**config.mk**
```make
export PLATFORM = sky130hd
export DESIGN_NAME = colorkey_rle_sprite_encoder
export DESIGN_NICKNAME = d
export VERILOG_FILES = /design/src/ckrle_pkg.sv /design/src/ckrle_front.sv /design/src/ckrle_queue.sv /design/src/ckrle_back.sv /design/src/colorkey_rle_sprite_encoder.sv
export VERILOG_INCLUDE_DIRS = /design/src /design/src/src
export SDC_FILE = /design/constraint.sdc
export NUM_CORES = 1
export LEC_CHECK = 0
export BUFFER_PORTS_ARGS = -buffer_cell sky130_fd_sc_hd__clkbuf_2
export CORE_ASPECT_RATIO = 0.9
export CORE_MARGIN = 5
export CORE_UTILIZATION = 63
export CTS_BUF_LIST = sky130_fd_sc_hd__clkbuf_2
export CTS_CLUSTER_DIAMETER = 60
export DETAILED_ROUTE_END_ITERATION = 10
export HOLD_SLACK_MARGIN = 0.06
export PLACE_DENSITY = 0.81
export SLEW_MARGIN = 20
export SYNTH_ARGS = -nofsm -noshare
export SYNTH_HDL_FRONTEND = slang
export SYNTH_SLANG_ARGS = --single-unit
```
**constraint.sdc**
```tcl
create_clock -name clock -period 8.5 [get_ports clock]
set_input_delay 1.7 -clock clock [delete_from_list [all_inputs] [get_ports clock]]
set_output_delay 1.7 -clock clock [all_outputs]
set_load 0.01 [all_outputs]
```
**src/assert_macros.svh**
```systemverilog
// ----------------------------------------------------------------------------
// Assertion macros
// Shared concurrent assertion forms. Defining ASSERT_OFF leaves them empty.
// ----------------------------------------------------------------------------
`ifndef ASSERT_MACROS_SVH
`define ASSERT_MACROS_SVH

`ifndef ASSERT_OFF

`define ASSERT_IMPLIES(label, clk, rst, ante, cons) \
   label: assert property (@(posedge clk) disable iff (rst) (ante) |-> (cons)) \
      else $error("assertion failed: same-cycle implication");

`define ASSERT_NEXT(label, clk, rst, ante, cons) \
   label: assert property (@(posedge clk) disable iff (rst) (ante) |=> (cons)) \
      else $error("assertion failed: next-cycle implication");

`else

`define ASSERT_IMPLIES(label, clk, rst, ante, cons)

`define ASSERT_NEXT(label, clk, rst, ante, cons)

`endif

`endif

```
**src/ckrle_pkg.sv**
```systemverilog
// ----------------------------------------------------------------------------
// Color-key RLE package
// Widths, limits, register indexes and the command format passed from the
// front end to the write sequencer.
// ----------------------------------------------------------------------------
package ckrle_pkg;

   localparam int MAX_WIDTH = 256;
   localparam int MAX_ROWS  = 1024;
   localparam int MAX_RUN   = 255;

   localparam int PIX_W     = 8;
   localparam int OFF_W     = 9;
   localparam int COL_W     = 9;
   localparam int WIDTH_W   = 9;
   localparam int ROWS_W    = 11;
   localparam int ROW_IDX_W = $clog2(MAX_ROWS);
   localparam int CSR_IDX_W = 2;
   localparam int CSR_DATA_W = 11;

   localparam int WR_SLOTS  = 5;
   localparam int SLOT_W    = $clog2(WR_SLOTS + 1);
   localparam int Q_DEPTH   = 4;
   localparam int Q_PTR_W   = $clog2(Q_DEPTH);

   localparam logic [CSR_IDX_W-1:0] CSR_COLORKEY  = 2'd0;
   localparam logic [CSR_IDX_W-1:0] CSR_ROW_WIDTH = 2'd1;
   localparam logic [CSR_IDX_W-1:0] CSR_ROW_COUNT = 2'd2;

   typedef struct packed {
      logic [OFF_W-1:0] offset;
      logic [PIX_W-1:0] value;
   } write_type;

   typedef struct packed {
      write_type [WR_SLOTS-1:0] wr;
      logic [SLOT_W-1:0]        count;
      logic                     hdr;
      logic [OFF_W-1:0]         row_length;
      logic                     sprite_done;
   } cmd_type;

endpackage

```
**src/ckrle_front.sv**
```systemverilog
// ----------------------------------------------------------------------------
// Color-key RLE front end
// Holds the configuration and the run state, classifies each pixel and
// builds the list of byte writes that it causes.
// ----------------------------------------------------------------------------
module ckrle_front (
   input  logic                                clock,
   input  logic                                reset,
   input  logic                                csr_wr_en,
   input  logic [ckrle_pkg::CSR_IDX_W-1:0]     csr_index,
   input  logic [ckrle_pkg::CSR_DATA_W-1:0]    csr_wdata,
   input  logic                                req_valid,
   output logic                                req_ready,
   input  logic [ckrle_pkg::PIX_W-1:0]         req_pixel,
   input  logic                                q_full,
   output logic                                q_push,
   output ckrle_pkg::cmd_type                  q_cmd
);
   import ckrle_pkg::*;

   logic [PIX_W-1:0]     colorkey_ff;
   logic [WIDTH_W-1:0]   row_width_ff;
   logic [ROWS_W-1:0]    row_count_ff;

   logic                 opq_ff, opq_in;
   logic [7:0]           run_ff, run_in;
   logic [7:0]           seg_ff, seg_in;
   logic [OFF_W-1:0]     wo_ff, wo_in;
   logic [OFF_W-1:0]     cs_ff, cs_in;
   logic [COL_W-1:0]     col_ff, col_in;
   logic [ROW_IDX_W-1:0] row_ff, row_in;
   logic                 accept;

   assign req_ready = !q_full;
   assign accept    = req_valid && req_ready;
   assign q_push    = accept && (q_cmd.count != '0);

   always_ff @(posedge clock) begin
      if (reset) begin
         colorkey_ff  <= '0;
         row_width_ff <= WIDTH_W'(MAX_WIDTH);
         row_count_ff <= ROWS_W'(64);
      end else if (csr_wr_en) begin
         case (csr_index)
            CSR_COLORKEY:  colorkey_ff  <= csr_wdata[PIX_W-1:0];
            CSR_ROW_WIDTH: row_width_ff <= csr_wdata[WIDTH_W-1:0];
            CSR_ROW_COUNT: row_count_ff <= csr_wdata[ROWS_W-1:0];
            default: ;
         endcase
      end
   end

   always_ff @(posedge clock) begin
      if (reset) begin
         opq_ff <= 1'b0;
         run_ff <= '0;
         seg_ff <= '0;
         wo_ff  <= OFF_W'(1);
         cs_ff  <= '0;
         col_ff <= '0;
         row_ff <= '0;
      end else if (accept) begin
         opq_ff <= opq_in;
         run_ff <= run_in;
         seg_ff <= seg_in;
         wo_ff  <= wo_in;
         cs_ff  <= cs_in;
         col_ff <= col_in;
         row_ff <= row_in;
      end
   end

   always_comb begin
      logic [SLOT_W-1:0]  k;
      logic               o;
      logic [7:0]         r;
      logic [7:0]         s;
      logic [OFF_W-1:0]   w;
      logic [OFF_W-1:0]   c;
      logic [COL_W-1:0]   col_n;
      logic [WIDTH_W-1:0] width;
      logic [ROWS_W-1:0]  rows;
      logic [ROWS_W-1:0]  ri;
      logic               sd;

      q_cmd = '0;
      k = '0;
      o = opq_ff;
      r = run_ff;
      s = seg_ff;
      w = wo_ff;
      c = cs_ff;

      if (row_width_ff == '0) begin
         width = WIDTH_W'(1);
      end else if (row_width_ff > WIDTH_W'(MAX_WIDTH)) begin
         width = WIDTH_W'(MAX_WIDTH);
      end else begin
         width = row_width_ff;
      end
      if (row_count_ff == '0) begin
         rows = ROWS_W'(1);
      end else if (row_count_ff > ROWS_W'(MAX_ROWS)) begin
         rows = ROWS_W'(MAX_ROWS);
      end else begin
         rows = row_count_ff;
      end

      if (req_pixel == colorkey_ff) begin
         if (o) begin
            q_cmd.wr[k].offset = c;
            q_cmd.wr[k].value  = r;
            k = k + SLOT_W'(1);
            s = s + 8'd1;
            o = 1'b0;
            r = 8'd1;
         end else if (r >= 8'(MAX_RUN)) begin
            q_cmd.wr[k].offset = w;
            q_cmd.wr[k].value  = r;
            k = k + SLOT_W'(1);
            q_cmd.wr[k].offset = w + OFF_W'(1);
            q_cmd.wr[k].value  = '0;
            k = k + SLOT_W'(1);
            w = w + OFF_W'(2);
            s = s + 8'd1;
            r = 8'd1;
         end else begin
            r = r + 8'd1;
         end
      end else begin
         if (!o) begin
            q_cmd.wr[k].offset = w;
            q_cmd.wr[k].value  = r;
            k = k + SLOT_W'(1);
            c = w + OFF_W'(1);
            w = w + OFF_W'(2);
            q_cmd.wr[k].offset = w;
            q_cmd.wr[k].value  = req_pixel;
            k = k + SLOT_W'(1);
            w = w + OFF_W'(1);
            o = 1'b1;
            r = 8'd1;
         end else if (r >= 8'(MAX_RUN)) begin
            q_cmd.wr[k].offset = c;
            q_cmd.wr[k].value  = r;
            k = k + SLOT_W'(1);
            s = s + 8'd1;
            q_cmd.wr[k].offset = w;
            q_cmd.wr[k].value  = '0;
            k = k + SLOT_W'(1);
            c = w + OFF_W'(1);
            w = w + OFF_W'(2);
            q_cmd.wr[k].offset = w;
            q_cmd.wr[k].value  = req_pixel;
            k = k + SLOT_W'(1);
            w = w + OFF_W'(1);
            r = 8'd1;
         end else begin
            q_cmd.wr[k].offset = w;
            q_cmd.wr[k].value  = req_pixel;
            k = k + SLOT_W'(1);
            w = w + OFF_W'(1);
            r = r + 8'd1;
         end
      end

      col_n = col_ff + COL_W'(1);
      ri    = ROWS_W'(row_ff) + ROWS_W'(1);
      sd    = (ri >= rows);
      row_in = row_ff;

      if (col_n >= width) begin
         if (o) begin
            q_cmd.wr[k].offset = c;
            q_cmd.wr[k].value  = r;
            k = k + SLOT_W'(1);
         end else begin
            q_cmd.wr[k].offset = w;
            q_cmd.wr[k].value  = r;
            k = k + SLOT_W'(1);
            q_cmd.wr[k].offset = w + OFF_W'(1);
            q_cmd.wr[k].value  = '0;
            k = k + SLOT_W'(1);
            w = w + OFF_W'(2);
         end
         s = s + 8'd1;
         q_cmd.wr[k].offset = '0;
         q_cmd.wr[k].value  = s;
         k = k + SLOT_W'(1);
         q_cmd.hdr         = 1'b1;
         q_cmd.row_length  = w;
         q_cmd.sprite_done = sd;
         row_in = sd ? '0 : ri[ROW_IDX_W-1:0];
         opq_in = 1'b0;
         run_in = '0;
         seg_in = '0;
         wo_in  = OFF_W'(1);
         cs_in  = '0;
         col_in = '0;
      end else begin
         opq_in = o;
         run_in = r;
         seg_in = s;
         wo_in  = w;
         cs_in  = c;
         col_in = col_n;
      end
      q_cmd.count = k;
   end

endmodule

```
**src/ckrle_queue.sv**
```systemverilog
// ----------------------------------------------------------------------------
// Color-key RLE command queue
// Short register FIFO that decouples the front end from the write sequencer.
// ----------------------------------------------------------------------------
module ckrle_queue (
   input  logic                 clock,
   input  logic                 reset,
   input  logic                 push,
   input  ckrle_pkg::cmd_type   push_cmd,
   output logic                 full,
   input  logic                 pop,
   output logic                 head_valid,
   output ckrle_pkg::cmd_type   head_cmd
);
   import ckrle_pkg::*;

   cmd_type                mem_ff [Q_DEPTH];
   logic [Q_PTR_W-1:0]     wr_ptr_ff, wr_ptr_in;
   logic [Q_PTR_W-1:0]     rd_ptr_ff, rd_ptr_in;
   logic [Q_PTR_W:0]       count_ff, count_in;
   logic                   do_push;
   logic                   do_pop;

   assign full       = (count_ff == (Q_PTR_W+1)'(Q_DEPTH));
   assign head_valid = (count_ff != '0);
   assign head_cmd   = mem_ff[rd_ptr_ff];
   assign do_push    = push && !full;
   assign do_pop     = pop && head_valid;

   always_comb begin
      wr_ptr_in = do_push ? wr_ptr_ff + Q_PTR_W'(1) : wr_ptr_ff;
      rd_ptr_in = do_pop ? rd_ptr_ff + Q_PTR_W'(1) : rd_ptr_ff;
      count_in  = count_ff;
      if (do_push && !do_pop) begin
         count_in = count_ff + (Q_PTR_W+1)'(1);
      end else if (do_pop && !do_push) begin
         count_in = count_ff - (Q_PTR_W+1)'(1);
      end
   end

   always_ff @(posedge clock) begin
      if (reset) begin
         wr_ptr_ff <= '0;
         rd_ptr_ff <= '0;
         count_ff  <= '0;
      end else begin
         wr_ptr_ff <= wr_ptr_in;
         rd_ptr_ff <= rd_ptr_in;
         count_ff  <= count_in;
      end
   end

   always_ff @(posedge clock) begin
      if (do_push) begin
         mem_ff[wr_ptr_ff] <= push_cmd;
      end
   end

endmodule

```
**src/ckrle_back.sv**
```systemverilog
// ----------------------------------------------------------------------------
// Color-key RLE write sequencer
// Walks the write list of the command at the queue head, one byte write per
// beat, into the registered result channel.
// ----------------------------------------------------------------------------
module ckrle_back (
   input  logic                            clock,
   input  logic                            reset,
   input  logic                            head_valid,
   input  ckrle_pkg::cmd_type              head_cmd,
   output logic                            pop,
   output logic                            rsp_valid,
   input  logic                            rsp_ready,
   output logic [ckrle_pkg::OFF_W-1:0]     rsp_byte_offset,
   output logic [ckrle_pkg::PIX_W-1:0]     rsp_byte_value,
   output logic                            rsp_row_done,
   output logic [ckrle_pkg::OFF_W-1:0]     rsp_row_length,
   output logic                            rsp_sprite_done,
   output logic                            rsp_last
);
   import ckrle_pkg::*;

   logic [SLOT_W-1:0]  idx_ff, idx_in;
   logic               rsp_valid_ff, rsp_valid_in;
   logic [OFF_W-1:0]   offset_ff;
   logic [PIX_W-1:0]   value_ff;
   logic               row_done_ff;
   logic [OFF_W-1:0]   row_length_ff;
   logic               sprite_done_ff;
   logic               last_ff;
   logic               load;
   logic               is_last;
   write_type          sel;

   assign sel     = head_cmd.wr[idx_ff];
   assign is_last = (idx_ff == head_cmd.count - SLOT_W'(1));
   assign load    = head_valid && (!rsp_valid_ff || rsp_ready);
   assign pop     = load && is_last;

   always_comb begin
      idx_in = idx_ff;
      if (load) begin
         idx_in = is_last ? '0 : idx_ff + SLOT_W'(1);
      end
      if (load) begin
         rsp_valid_in = 1'b1;
      end else if (rsp_ready) begin
         rsp_valid_in = 1'b0;
      end else begin
         rsp_valid_in = rsp_valid_ff;
      end
   end

   always_ff @(posedge clock) begin
      if (reset) begin
         idx_ff       <= '0;
         rsp_valid_ff <= 1'b0;
      end else begin
         idx_ff       <= idx_in;
         rsp_valid_ff <= rsp_valid_in;
      end
   end

   always_ff @(posedge clock) begin
      if (load) begin
         offset_ff      <= sel.offset;
         value_ff       <= sel.value;
         row_done_ff    <= is_last && head_cmd.hdr;
         row_length_ff  <= (is_last && head_cmd.hdr) ? head_cmd.row_length : '0;
         sprite_done_ff <= is_last && head_cmd.hdr && head_cmd.sprite_done;
         last_ff        <= is_last;
      end
   end

   assign rsp_valid       = rsp_valid_ff;
   assign rsp_byte_offset = offset_ff;
   assign rsp_byte_value  = value_ff;
   assign rsp_row_done    = row_done_ff;
   assign rsp_row_length  = row_length_ff;
   assign rsp_sprite_done = sprite_done_ff;
   assign rsp_last        = last_ff;

endmodule

```
**src/colorkey_rle_sprite_encoder.sv**
```systemverilog
// ----------------------------------------------------------------------------
// Color-key run-length sprite encoder
// Codes palette-index pixels, row by row, into transparent/opaque segments
// given as individually addressed byte writes.
// ----------------------------------------------------------------------------
// Pixels enter on the req_ channel, one palette index per beat, in raster
// order. Each pixel causes zero to five byte writes on the rsp_ channel, each
// with its offset in the encoded row; rsp_last marks the final write of a
// pixel. The row header (segment count at offset 0) comes last in a row with
// rsp_row_done and rsp_row_length; rsp_sprite_done marks the final row.
// The csr_ port writes the color key, row width and row count; the user must
// write them only while idle, which the block itself does not enforce. A
// pixel is accepted every cycle while the four-entry command queue has room.
// The front end classifies a pixel in the cycle it is accepted; the sequencer
// then sustains one write per cycle while rsp_ready is high. The first write
// of a pixel passes through a queue entry and then the output register.
// When rsp_ready is low the output register holds its beat, the queue fills
// and req_ready drops once all four entries are taken.
// Reset clears the run state, starts at row zero and loads color key 0,
// row width 256 and row count 64; it acts synchronously on the clock edge.
// ----------------------------------------------------------------------------
module colorkey_rle_sprite_encoder (
   input  logic                                clock,
   input  logic                                reset,
   input  logic                                csr_wr_en,
   input  logic [ckrle_pkg::CSR_IDX_W-1:0]     csr_index,
   input  logic [ckrle_pkg::CSR_DATA_W-1:0]    csr_wdata,
   input  logic                                req_valid,
   output logic                                req_ready,
   input  logic [ckrle_pkg::PIX_W-1:0]         req_pixel,
   output logic                                rsp_valid,
   input  logic                                rsp_ready,
   output logic [ckrle_pkg::OFF_W-1:0]         rsp_byte_offset,
   output logic [ckrle_pkg::PIX_W-1:0]         rsp_byte_value,
   output logic                                rsp_row_done,
   output logic [ckrle_pkg::OFF_W-1:0]         rsp_row_length,
   output logic                                rsp_sprite_done,
   output logic                                rsp_last
);
   import ckrle_pkg::*;

`include "assert_macros.svh"

   logic     q_full;
   logic     q_push;
   cmd_type  q_cmd;
   logic     q_pop;
   logic     head_valid;
   cmd_type  head_cmd;

   ckrle_front u_front (
      .clock     (clock),
      .reset     (reset),
      .csr_wr_en (csr_wr_en),
      .csr_index (csr_index),
      .csr_wdata (csr_wdata),
      .req_valid (req_valid),
      .req_ready (req_ready),
      .req_pixel (req_pixel),
      .q_full    (q_full),
      .q_push    (q_push),
      .q_cmd     (q_cmd)
   );

   ckrle_queue u_queue (
      .clock      (clock),
      .reset      (reset),
      .push       (q_push),
      .push_cmd   (q_cmd),
      .full       (q_full),
      .pop        (q_pop),
      .head_valid (head_valid),
      .head_cmd   (head_cmd)
   );

   ckrle_back u_back (
      .clock           (clock),
      .reset           (reset),
      .head_valid      (head_valid),
      .head_cmd        (head_cmd),
      .pop             (q_pop),
      .rsp_valid       (rsp_valid),
      .rsp_ready       (rsp_ready),
      .rsp_byte_offset (rsp_byte_offset),
      .rsp_byte_value  (rsp_byte_value),
      .rsp_row_done    (rsp_row_done),
      .rsp_row_length  (rsp_row_length),
      .rsp_sprite_done (rsp_sprite_done),
      .rsp_last        (rsp_last)
   );

   `ASSERT_IMPLIES(a_hdr_shape, clock, reset, rsp_valid && rsp_row_done, (rsp_byte_offset == '0) && rsp_last)
   `ASSERT_IMPLIES(a_sprite_row, clock, reset, rsp_valid && rsp_sprite_done, rsp_row_done)
   `ASSERT_IMPLIES(a_queue_nonempty, clock, reset, head_valid, head_cmd.count != '0)
   `ASSERT_NEXT(a_reset_idle, clock, 1'b0, reset, !rsp_valid && req_ready)

endmodule

```
# Word-level counts from Yosys, hierarchy flattened

Memory sizes are Yosys's and may differ from the RTL's. A register that Yosys moved wholly into a read port is not among the register bits.
Index checks and enable logic that the tools add are counted.

$add $sub $neg: 19
Order comparisons: 12
Eq/ne operators: 5
Muxes and demuxes: 81
Reduce and logical (&&, ||, !) cells: 29

Operator list:

| operator                                                                             | number |
|---|---|
| 85-bit bitwise mux                                                                   | 8 |
| 17-bit demux with 3-bit select                                                       | 6 |
| 85-bit two-way mux                                                                   | 3 |
| 17-bit two-way mux                                                                   | 9 |
| 34-bit two-way mux                                                                   | 4 |
| 9-bit two-way mux                                                                    | 14 |
| 8-bit two-way mux                                                                    | 13 |
| 17-bit binary-select mux with 3-bit select                                           | 1 |
| 9-bit by 1-bit adder with 9-bit output (second input constant)                       | 4 |
| 11-bit two-way mux                                                                   | 3 |
| 3-bit two-way mux                                                                    | 9 |
| 8-bit by 1-bit adder with 8-bit output (second input constant)                       | 3 |
| 9-bit by 2-bit adder with 9-bit output (second input constant)                       | 2 |
| 3-bit by 4-bit less-than comparator with 1-bit output (second input constant)        | 4 |
| 3-bit by 1-bit adder with 3-bit output (second input constant)                       | 5 |
| 1-bit logical AND                                                                    | 13 |
| 10-bit by 1-bit adder with 11-bit output (second input constant)                     | 1 |
| 11-bit greater-or-equal comparator                                                   | 1 |
| 11-bit > comparator (second input constant)                                          | 1 |
| 11-bit zero test                                                                     | 1 |
| 10-bit two-way mux                                                                   | 1 |
| 3-bit by 1-bit greater-or-equal comparator with 1-bit output (second input constant) | 3 |
| 9-bit greater-or-equal comparator                                                    | 1 |
| 9-bit > comparator (second input constant)                                           | 1 |
| 17 further kinds                                                                     | 35 |

Bits in registers: 122
RAM bits: 396
Bits of input ports: 26
Output and inout bits: 31
Word-level logic and storage cells: 168
Memories kept: 1

Memory list:

| name           | depth | bits a word | rd ports | clocked after memory_dff | write ports | line              | RTL |
|---|---|---|---|---|---|---|---|
| u_queue.mem_ff | 4     | 99          | 1        | 1                        | 1           | ckrle_queue.sv:17 | `cmd_type mem_ff [Q_DEPTH];` |

# Depth between registers and ports, before layout

Word-level depth: 17
Depth in mapped cells: 20
Mapped depth without buffers: 18

# Modules after synthesis

Synthesis repeated with hierarchy kept, for this count alone.

Cell total of the unflattened synthesis: 1995
Area, all modules: 25410.6 sq um

By module, submodules not included:

| module      | times used | cells each | area each (sq um) | seq. area each (sq um) |
|---|---|---|---|---|
| ckrle_queue | 1          | 565        | 14709.1           | 12071.6 |
| ckrle_front | 1          | 1284       | 8841.0            | 1641.6 |
| ckrle_back  | 1          | 146        | 1860.5            | 950.9 |

# Worst setup path after synthesis

Ideal clock, no wire load.

Path type: input to register
From: input port req_pixel[0] (netlist bit)
To: memory u_queue.mem_ff[1][0] (netlist bit) (enable)
Library setup time: 0.469 ns
Arrival: 7.224 ns
Data required time: 8.031 ns
Slack: 0.807 ns
Stages on the path: 15
Buffers on the path: 2
Path through: xnor2_1 nand4_1 nor2_1 clkbuf_1 clkbuf_1 maj3_1 inv_1 ha_1 xnor2_1 ha_1 xnor2_1 xnor2_1 o31ai_1 a21oi_1 and2_1

Cells in the longest elaborated chain, start to end: 13

Ends and longest elaborated chain:

| what                                        | line                                   | RTL |
|---|---|---|
| from (decl)                                 | colorkey_rle_sprite_encoder.sv:30      | `input logic [ckrle_pkg::PIX_W-1:0] req_pixel,` |
| 8-bit == test (*)                           | ckrle_front.sv:109                     | `if (req_pixel == colorkey_ff) begin` |
| 3-bit two-way mux                           | ckrle_front.sv:109                     |  |
| 3-bit by 1-bit adder with 3-bit output      | ckrle_front.sv:176, ckrle_front.sv:180 |  |
| 3-bit by 1-bit adder with 3-bit output      | ckrle_front.sv:183                     | `k = k + SLOT_W'(1);` |
| 3-bit two-way mux                           | ckrle_front.sv:173                     | `if (o) begin` |
| 3-bit two-way mux                           | ckrle_front.sv:172                     | `if (col_n >= width) begin` |
| 3-bit by 1-bit adder with 3-bit output      | ckrle_front.sv:189                     | `k = k + SLOT_W'(1);` |
| 3-bit two-way mux (*)                       | ckrle_front.sv:172                     |  |
| 3-bit nonzero test (*)                      | ckrle_front.sv:36                      | `assign q_push = accept && (q_cmd.count != '0);` |
| 1-bit logical AND (*)                       | ckrle_front.sv:36                      |  |
| 1-bit logical AND (*)                       | ckrle_queue.sv:27                      | `assign do_push = push && !full;` |
| via u_queue.do_push                         | ckrle_queue.sv:21                      | `logic do_push;` |
| 1-bit two-way mux (*)                       | ckrle_queue.sv:54                      | `if (do_push) begin` |
| 1-bit two-way mux (implied by the code) (*) | ckrle_queue.sv:55                      | `mem_ff[wr_ptr_ff] <= push_cmd;` |
| to (decl)                                   | ckrle_queue.sv:17                      |  |

Mark *: on every way through the listed nets, which the timed path passes. The rest lies on a longest branch. The select of a mux whose other input is x is not followed.

# Worst setup path in the final report

From: register u_front.run_ff[0]
To: register u_queue.count_ff[2]

Cells in the longest elaborated chain, start to end: 16
Elaborated cells on any way between the ends: 20
Classes of those cells: 3 x add/sub; 1 x order compare; 9 x mux; 7 x reduce/logical

Ends and longest elaborated chain:

| what                                   | line                                   | RTL |
|---|---|---|
| from (decl)                            | ckrle_front.sv:26                      | `logic [7:0] run_ff, run_in;` |
| from (signal assigned)                 | ckrle_front.sv:64                      | `run_ff <= run_in;` |
| 8-bit greater-or-equal comparator (*)  | ckrle_front.sv:117, ckrle_front.sv:143 |  |
| 2-bit two-way mux (on tied branches)   | ckrle_front.sv:143, ckrle_front.sv:117 |  |
| 3-bit two-way mux (on tied branches)   | ckrle_front.sv:131, ckrle_front.sv:110 |  |
| 3-bit two-way mux (*)                  | ckrle_front.sv:109                     |  |
| 3-bit by 1-bit adder with 3-bit output | ckrle_front.sv:176, ckrle_front.sv:180 |  |
| 3-bit by 1-bit adder with 3-bit output | ckrle_front.sv:183                     |  |
| 3-bit two-way mux                      | ckrle_front.sv:173                     |  |
| 3-bit two-way mux                      | ckrle_front.sv:172                     |  |
| 3-bit by 1-bit adder with 3-bit output | ckrle_front.sv:189                     |  |
| 3-bit two-way mux (*)                  | ckrle_front.sv:172                     |  |
| 3-bit nonzero test (*)                 | ckrle_front.sv:36                      |  |
| 1-bit logical AND (*)                  | ckrle_front.sv:36                      |  |
| 1-bit logical AND (*)                  | ckrle_queue.sv:27                      |  |
| via u_queue.do_push                    | ckrle_queue.sv:21                      |  |
| 1-bit zero test                        | ckrle_queue.sv:36                      | `end else if (do_pop && !do_push) begin` |
| 1-bit logical AND                      | ckrle_queue.sv:36                      |  |
| 2-bit nonzero test (no source line)    | -                                      |  |
| to (signal assigned)                   | ckrle_queue.sv:49                      | `count_ff <= count_in;` |
| to (decl)                              | ckrle_queue.sv:20                      | `logic [Q_PTR_W:0] count_ff, count_in;` |

Marked as above.
A chain may end at the register's enable or synchronous reset.

==> out/results.ini <==
[run_status]
status=finished, final reports clean

[power]
ir_drop_mv=0.1618
power.internal_mw=4.458
p_seq_frac=0.497
p_clk_frac=0.227
swShare=0.3296
power.density_mw_per_mm2=247.2
p_comb_frac=0.276
power.static_leakage_nw=9.456
p_switching_mw=2.192

[clock_network]
cts_tree=done
cts_setup_buffers=0
cts_buffer_depth=3
ctsRootBufferMaster=clkbuf_2
cts_hold_buf=0
cts_max_level=3
clkTransAtPathRegs_ns=0.09
cts_made_buffers=119
numClockSinks=520
clk_latency_ns=1.17
cts-resized-gates=0

[route]
wire_per_inst_um=24.94
finalWirelength_mm=66.14
drc=0
first_pass_iters=7
drt_iter0_drc=2695
vias_per_cell=6.577
vias=17441
final_antenna_net_count=0

[logic_synthesis]
yosys_warnings=0
synth_cell_types=90
yosysSeqAreaShare=0.5848
syn_inst=1935
synth_edf_count=425
syn_area_mm2=0.02508
syn_nets=2009
synthFlopType=edfxtp_1
ys_async_sr_fraction=0
ys_ff_latch=520
synth.avg_cell_area_um2=12.96

[critical_path]
r2r_slack_ns=2.69
crit_path_top_delay_cell=a21oi_1
worst-path-buf-inv=2
r2r_end=u_queue.count_ff[2]
critPathArrivalTime_ns=6.80
cp-start-kind=flop
required_ns=9.49
cpMostUsedCell=ha_1
r2r_start=u_front.run_ff[0]
reg2regPathDepth=18
crit_path_max_incr_delay_ns=0.60
critPathCaptureType=flop
crit_path_cell_trace=ha_1, nand4_1, or2_1, maj3_1, inv_1, ha_1, xnor2_1, ha_1, xnor2_1, xnor2_1, o31ai_1, a21oi_1, ha_1, inv_1, fa_1, xor2_1, or3_1, a21oi_1
cp_top_family=adder cells
path_class=flop to flop
crit_fanout=16

[floorplan]
die_w_um=220.3
coreArea_mm2=0.03945
rows=69
start_util=0.6356
die-area_mm2=0.04390
chipHeight_um=199.3
boundaryPins=57

[timing]
hold_viol_final=0
clock.fmax_mhz=172.2
fin_tns_setup_ns=0
relSlewSlack=0.2580
rsz0062_at_grt=false
drv_slew=0
period_needed_ns=5.807
worst_slew_pin_slew_ns=1.104
setup_ws_ns=2.693
fin_worst_skew_ns=0.1196
min_period_over_period=0.6832
finalSetupViolations=0

[cells_and_area]
mostFrequentLayoutCell=edfxtp_1
fin_area_mm2=0.02690
fin_cells=2652
syn_to_final_growth_pct=7.290
multiInputGateArea_mm2=0.009672
drive_above_1_share=0.2017
ff_latch_area_mm2=0.01467
final_cell_mix=425 x edfxtp_1, 227 x clkbuf_2, 177 x nor2_1
fin_nets=2095
fin_util=0.6819
fillers=2813

[placed_design]
gp_congestion=0.9859
dp_cells=2432
place_hpwl_mm=44.80
io_buffers=56
dp_slack_ns=1.893
dpl-instance-area_mm2=0.02583

[worst_hold_path]
hold_path_class=flop to flop
holdPathStages=2
hold_start=u_front.col_ff[8]
hold_end=u_front.col_ff[8]

[global_routing]
met3_usage=0.07484
globalRoute.busiestLayer=met1
use_met2=0.4509
met1_usage=0.4534
grt_usage=0.3047
antenna_found_initial=3
grt_max_degree=72
grt_pass1_vias=16788
grt_pass1_wl_mm=100.5
grt_overflow=0

[flow_run]
cap_violations=0

## cell usage after synthesis, drive strengths merged (4+ instances only)
library cell / instances / area share
o21a: 9 / 0.0027
nor2b: 8 / 0.0020
a311oi: 5 / 0.0017
a31oi: 14 / 0.0035
edfxtp: 425 / 0.51
nand2: 130 / 0.020
nand3b: 12 / 0.0036
o221ai: 9 / 0.0031
nand4: 16 / 0.0042
and4: 4 / 0.0014
o22ai: 47 / 0.012
nand3: 44 / 0.0095
o32ai: 5 / 0.0017
dfxtp: 95 / 0.076
o21ai: 88 / 0.018
a21oi: 84 / 0.017
a211oi: 7 / 0.0023
clkbuf: 81 / 0.012
nor3: 43 / 0.0092
ha: 47 / 0.023
xnor2: 63 / 0.022
o2111ai: 5 / 0.0020
xor2: 37 / 0.014
a221oi: 9 / 0.0034
nor2: 179 / 0.027
or2: 7 / 0.0017
and3: 29 / 0.0072
o31ai: 10 / 0.0030
nor3b: 4 / 0.0012
mux2i: 41 / 0.016
buf: 43 / 0.0087
a22oi: 56 / 0.017
nand2b: 10 / 0.0025
or3: 10 / 0.0025
mux4: 116 / 0.10
inv: 63 / 0.0094
o211ai: 9 / 0.0027
and2: 17 / 0.0042
a32oi: 4 / 0.0014
nor4: 6 / 0.0015
## cell type report
cell class,count,share of cell area
inverters,66,0.009208
flip-flops and latches,520,0.5453
repair buffers,89,0.02149
well taps,532,0.02474
clock inverters,45,0.007441
multi-input cells,1225,0.3595
diodes,3,0.0002790
clock buffers,172,0.03200
## metal layers
metal / share of wire / vias up
met5: 0.00021 / -
met4: 0.028 / 2
met3: 0.12 / 143
met2: 0.45 / 1135
met1: 0.40 / 8495
li1: - / 7666
## power groups by stage
stage / registers (mW) / clock network (mW) / logic [mW]
after floorplan: 3.34 / 0 / 1.25
after global placement: 3.33 / 0 / 1.77
after detailed placement: 3.36 / 0 / 1.82
after CTS: 3.31 / 1.55 / 1.82
after global routing: 3.34 / 1.70 / 1.97
final: 3.30 / 1.51 / 1.83
## flip-flops by register name, summed over array words and instances, names as in the netlist, 9 cells and up, named ones only
signal	flops
u_back.rsp_byte_offset	9
u_back.rsp_row_length	9
u_front.col_ff	9
u_front.cs_ff	9
u_front.row_count_ff	11
u_front.row_ff	10
u_front.row_width_ff	9
u_front.wo_ff	9
u_queue.mem_ff	396
## cells by family (layout without fill, tap and decap cells)
| logic type | Yosys count | in the layout | share of synthesized area |
|---|---|---|---|
| simple gates | 528 | 528 | 0.1009 |
| compound gates | 389 | 389 | 0.1015 |
| other cells | 0 | 3 | 0 |
| buf+inv | 190 | 372 | 0.03074 |
| xor+xnor | 100 | 100 | 0.03598 |
| flops | 520 | 520 | 0.5848 |
| mux | 159 | 159 | 0.1215 |
| fa+ha+maj | 49 | 49 | 0.02465 |
## worst reg2reg max path, stage by stage, from the launching register on
cell	delay, ns
dfxtp_1	0.44
ha_1	0.47
nand4_1	0.21
or2_1	0.53
maj3_1	0.58
inv_1	0.15
ha_1	0.33
xnor2_1	0.17
ha_1	0.19
xnor2_1	0.30
xnor2_1	0.17
o31ai_1	0.08
a21oi_1	0.60
ha_1	0.33
inv_1	0.07
fa_1	0.44
xor2_1	0.18
or3_1	0.31
a21oi_1	0.18
## through the flow
step	total power, mW	hold WS, ns
2_1_floorplan	4.594	0.4443
3_3_place_gp	5.106	0.4537
3_5_place_dp	5.179	0.4672
4_1_cts	6.682	0.4912
5_1_grt	7.006	0.5073
6_report	6.651	0.4827
## worst max-delay path by stage
stage	startpoint	cells past startpoint	slack, ns	endpoint
final	u_front.run_ff[0]	18	2.69	u_queue.count_ff[2]
after global routing	u_front.run_ff[0]	18	2.47	u_queue.count_ff[2]
after CTS	u_front.run_ff[0]	18	2.77	u_queue.count_ff[2]
after detailed placement	req_pixel[1]	15	1.89	u_queue.mem_ff[1][64]
after global placement	req_pixel[1]	15	2.05	u_queue.mem_ff[1][80]
after floorplan	req_pixel[0]	15	0.81	u_queue.mem_ff[1][0]
No activity file was read; power rests on OpenSTA's default activity.
